File: src/rtl/acot_pkg.sv
package acot_pkg;

    localparam int FRACTION_BITS = 16;
    localparam int SERIES_TERMS  = 11;
    localparam int INT_FRAC      = 31;

    localparam int DATA_W  = 32;
    localparam int QUO_W   = 32;
    localparam int ACC_W   = 34;
    localparam int ANG_W   = ACC_W + 1;
    localparam int ANGLE_W = 17;
    localparam int RND_SH  = INT_FRAC - FRACTION_BITS;

    localparam logic [DATA_W-1:0] PI_HALF_Q31 = 32'hC90FDAA2;
    localparam logic [ANGLE_W-1:0] ANGLE_MAX =
        ANGLE_W'((33'(PI_HALF_Q31) + (33'd1 << (RND_SH - 1))) >> RND_SH);

    typedef struct packed {
        logic vld;
        logic neg;
        logic below_one;
    } t_tag;

endpackage

File: src/rtl/acot_recip.sv
module acot_recip (
    input  logic                           i_clk,
    input  logic                           i_rst_n,
    input  logic                           i_en,
    input  logic [acot_pkg::DATA_W-1:0]    i_den,
    input  acot_pkg::t_tag                 i_tag,
    output logic [acot_pkg::DATA_W-1:0]    o_den,
    output logic [acot_pkg::QUO_W-1:0]     o_quo,
    output acot_pkg::t_tag                 o_tag
);

    localparam int N  = acot_pkg::QUO_W;
    localparam int DW = acot_pkg::DATA_W;

    logic [DW-1:0]          r_den [0:N-1];
    logic [DW-1:0]          r_rem [0:N-1];
    logic [N-1:0]           r_quo [0:N-1];
    acot_pkg::t_tag         r_tag [0:N-1];

    // One quotient bit per stage of 2^(31+FRACTION_BITS) / den, MSB first
    for (genvar j = 0; j < N; j++) begin : g_bit
        logic [DW-1:0]  w_den;
        logic [DW-1:0]  w_rem;
        logic [N-1:0]   w_quo;
        acot_pkg::t_tag w_tag;
        logic [DW:0]    n_shift;
        logic           n_take;

        if (j == 0) begin : g_first
            assign w_den = i_den;
            assign w_rem = DW'(1) << (acot_pkg::FRACTION_BITS - 1);
            assign w_quo = '0;
            assign w_tag = i_tag;
        end else begin : g_next
            assign w_den = r_den[j-1];
            assign w_rem = r_rem[j-1];
            assign w_quo = r_quo[j-1];
            assign w_tag = r_tag[j-1];
        end

        always_comb begin
            n_shift = {w_rem, 1'b0};
            n_take  = n_shift >= {1'b0, w_den};
        end

        always_ff @(posedge i_clk) begin
            if (!i_rst_n) begin
                r_tag[j].vld <= 1'b0;
            end else if (i_en) begin
                r_tag[j] <= w_tag;
                r_den[j] <= w_den;
                r_rem[j] <= n_take ? DW'(n_shift - {1'b0, w_den}) : n_shift[DW-1:0];
                r_quo[j] <= {w_quo[N-2:0], n_take};
            end
        end
    end

    assign o_den = r_den[N-1];
    assign o_quo = r_quo[N-1];
    assign o_tag = r_tag[N-1];

endmodule

File: config.mk
export PLATFORM = sky130hd
export DESIGN_NAME = acot_recip
export DESIGN_NICKNAME = d
export VERILOG_FILES = /design/src/rtl/acot_pkg.sv /design/src/rtl/acot_recip.sv
export SDC_FILE = /design/constraint.sdc
export NUM_CORES = 2
export LEC_CHECK = 0
export BUFFER_PORTS_ARGS = -buffer_cell sky130_fd_sc_hd__buf_2
export CORE_MARGIN = 3
export CORE_UTILIZATION = 45
export CTS_CLUSTER_DIAMETER = 40
export DETAILED_ROUTE_END_ITERATION = 16
export GPL_ROUTABILITY_DRIVEN = 0
export RECOVER_POWER = 50
export SYNTH_ARGS = -nofsm -noshare
export SYNTH_HDL_FRONTEND = slang
export SYNTH_SLANG_ARGS = --single-unit
File: constraint.sdc
create_clock -name i_clk -period 87.4 [get_ports i_clk]
set_input_delay 13.11 -clock i_clk [delete_from_list [all_inputs] [get_ports i_clk]]
set_output_delay 13.11 -clock i_clk [all_outputs]
set_load 0.03 [all_outputs]
# Word level (Yosys, flattened, before mapping)
# Memories as Yosys holds them, arrays and structs flattened.
# Index checks and enable logic that the tools add are counted.
[word_totals] register_bits=0 ram_bits=3168 input_bits=38 out_inout_bits=67 elab_cells=168 memories=4
[classes] addsub=32 n_lt_le_gt_ge=32 muxes=68 bitwise_logic=32
[mem_list] name="r_den" depth=32 word_bits=32 read_ports=32 rd_clocked_by_memory_dff=0 write_ports=32 line_no="acot_recip.sv:15" rtl="logic [DW-1:0] r_den [0:N-1];"
[mem_list] name="r_quo" depth=32 word_bits=32 read_ports=32 rd_clocked_by_memory_dff=0 write_ports=32 line_no="acot_recip.sv:17" rtl="logic [N-1:0] r_quo [0:N-1];"
[mem_list] name="r_rem" depth=32 word_bits=32 read_ports=31 rd_clocked_by_memory_dff=0 write_ports=32 line_no="acot_recip.sv:16" rtl="logic [DW-1:0] r_rem [0:N-1];"
[mem_list] name="r_tag" depth=32 word_bits=3 read_ports=32 rd_clocked_by_memory_dff=0 write_ports=32 line_no="acot_recip.sv:18" rtl="acot_pkg::t_tag r_tag [0:N-1];"
[op_table] operator="$mux 32" count=32
[op_table] operator="$ge 33x32->1" count=31
[op_table] operator="$sub 32x32->32" count=31
[op_table] operator="$mux 1" count=36
[op_table] operator="$ge 17x32->1 const A" count=1
[op_table] operator="$or 1x1->1" count=32
[op_table] operator="$sub 17x32->32 const A" count=1

# Logic depth before layout (Yosys ltp)
[depth] word_depth=4 ltp_mapped=16 depth_no_buf=14

# Least setup slack after synthesis
# Ideal clock, no wire load.
[synth_timing] kind="input to register" startpoint="input port i_rst_n" endpoint="memory r_den[0][0] (netlist name) (enable)" setup_ns=3.354 arrival_time_ns=72.007 slack_ns=12.039 path_stages=2 cell_sequence="clkbuf_1 > and2_1"
[synth_lines] item="start, declared" line_no="acot_recip.sv:3" rtl="input logic i_rst_n,"
[synth_lines] item="end, declared" line_no="acot_recip.sv:15"

==> flow_summary.yaml <==
outcome:
  status: "finished with violations"
  violations: "capacitance limit, slew limit"
yosys:
  synthCells: 12150
  yosysWarnings: 0
  synth_top_family_by_area: "compound AO/OA/AOI/OAI gates"
  async_flop_share_pct: 0
  synth-xor-area-share_pct: 5.077
  synthAdderAreaFrac_pct: 9.132
  syn_area_um2: 142500
  synth_flop_cell: "edfxtp_1"
  synthMuxAreaShare_pct: 3.598
  ys_types: 105
  synth_edf_count: 2639
  avgSynthCellArea_um2: 11.73
  synth-simple-area-share_pct: 8.519
  synth_compound_area_share_pct: 13.83
  ys_ff_latch: 2640
  seq_area_frac_synth_pct: 55.63
clock_network:
  cts.path.max_buffers: 4
  cts_tree: "yes"
  clk_latency_ps: 950
  cts_hold_buf: 0
  post_cts_resized: 0
  clock-sinks: 2640
  post_cts_buffers: 0
  numCtsBuffers: 446
  path_clk_slew_ps: 60
  clock-root-buffer: "clkbuf_16"
  cts_max_level: 5
placed_design:
  port_buffers: 104
  dpl_worst_slack_ps: 68600
  hpwl_um: 224700
  dp.cells: 16180
global_routing:
  antenna_found_initial: 6
  grt_pass1_wl_um: 497100
  grt_pass1_vias: 91780
  grt_max_degree: 189
  grt_overflow: 0
  grt.total_usage_pct: 18.79
critical_path:
  crit-reg2reg-launch: "r_den[6][72]"
  cp-end-kind: "flop"
  crit_fanout: 163
  worstPathRequired_ps: 87950
  worstSetupPathType: "in -> reg"
  rr_endpoint: "r_quo[27][0]"
  startpoint_type: "input port"
  worstPathArrival_ps: 20060
  rr_worst_depth: 11
  r2r_setup_slack_ps: 79720
timing:
  fin_skew_ps: 55.36
  relSlewSlack_pct: -237.4
  final_max_slew_viol_count: 1495
  period_share_pct: 22.33
  worstMarginPinSlew_ps: 5009
  grt_setup_unrepaired: "no"
  setup_viol: 0
  worst_slack_ps: 67880
  finalCriticalPeriod_ps: 19520
  hold_violations: 0
  fmax_mhz: 51.24
  fin_tns_setup_ps: 0
floorplan:
  die_x_um: 568.7
  core_um2: 313400
  ios: 105
  std_cell_rows: 205
  die-area_um2: 323400
  start_util_pct: 45.46
  die_y_um: 568.7
power:
  p_leak_uw: 0.06501
  ir_worst_vdd_v: 0.00001751
  power_uw: 4030
  power_per_cell_area_nw_per_um2: 24.73
route:
  avgViaCountPerCell: 5.525
  dr.pass1.iters: 8
  wl_per_cell_um: 18.32
  dr.first_iter.drc_count: 8503
  vias: 94020
  drc: 0
  ant_nets: 0
  routed_wl_um: 311800
finish:
  final_nets: 13540
  drive_above_1_share_pct: 9.873
  layout_common_cells: "2639 x edfxtp_1, 1260 x inv_1, 1003 x a21oi_1, 992 x ha_1, 740 x nand2_1"
  layoutNonFillerInstCount: 17020
  fillers: 26810
  mostFrequentLayoutCell: "edfxtp_1"
  area_growth_pct: 14.36
worst_hold_path:
  holdCritStartpoint: "r_tag[0][45]"
  worst_hold_path.endpoint: "r_tag[1][0]"
  hold_path.class: "reg -> reg"
  hold-path-cell-count: 0
flow_run:
  drv_cap: 31
[metrics by stage]
stage	area (µm²)	hold WS (ps)	util (%)
finish	162900	381.8	51.99
global route	162900	387.4	51.98
CTS	163400	376.1	52.14
detailed placement	147600	404.5	47.09
global placement	147600	400.4	47.09
floorplan	142500	400.3	-
[routing by layer]
layer | share of wire (%) | up-vias | track usage [%]
met3 | 6.1 | 559 | 3.216
met1 | 46 | 45270 | 26.59
met5 | 0 | - | 0
li1 | - | 45520 | -
met2 | 46 | 2671 | 29.95
met4 | 2.4 | 0 | 4.818
[worst max-delay path: stages]
cell      delay [ps]
clkbuf_1         740
and2_0          1750
buf_4            820
buf_12           600
buf_4            880
buf_4            850
buf_4            890
[worst max-delay path by stage]
stage / from / to / cells past startpoint
after floorplan: i_rst_n / r_den[0][0] / 2
after global placement: i_en / r_den[7][95] / 7
after detailed placement: i_en / r_den[7][60] / 7
after CTS: i_en / r_rem[7][16] / 7
after global routing: i_en / r_den[7][23] / 7
final: i_en / r_rem[7][16] / 7
[sequential cells by signal (all words and copies together) (netlist names)]
| register | cells |
|---|---|
| r_rem | 992 |
| r_den | 1024 |
| r_quo | 528 |
| r_tag | 96 |
[report_power, final]
part | switching (µW) | total, µW | internal [µW]
logic | 383 | 663 | 279
registers | 46.8 | 1560 | 1520
clock network | 653 | 1800 | 1150
total | 1080 | 4030 | 2950
[cells by family (layout without fill, tap and decap cells)]
| group | count (synthesis) | count (layout) |
|---|---|---|
| xor+xnor | 826 | 826 |
| other cells | 1 | 11 |
| compound gates | 3141 | 3141 |
| buf+inv | 1538 | 2260 |
| flops | 2640 | 2640 |
| fa+ha+maj | 1022 | 1022 |
| mux | 443 | 443 |
| simple gates | 2535 | 2535 |
[area by class of cell]
class	instances	area (µm²)	share of cell area (%)
sequential	2640	79270	48.64
timing repair buffer	162	879.6	0.5398
tap	4140	5180	3.179
clock buffer	475	11440	7.020
inverter	1260	4730	2.902
clock inverter	363	4365	2.679
multi-input combinational	7974	57080	35.03
antenna	4	10.01	0.006143
[synth_stat cells, types with 155 or more instances]
master	instances	area [µm²]
nor2b_1	155	969.7
a21o_1	480	3603
nor2_1	658	2470
mux2_2	355	3998
o21ai_0	718	3593
ha_1	992	12410
xor2_1	324	2838
nand3_1	186	930.9
edfxtp_1	2639	79250
inv_1	1259	4726
nand2_1	740	2778
a21oi_1	1002	5015
clkbuf_1	192	720.7
nand2b_1	157	982.2
xnor2_1	502	4397
Power figures use the tool's default switching activity.
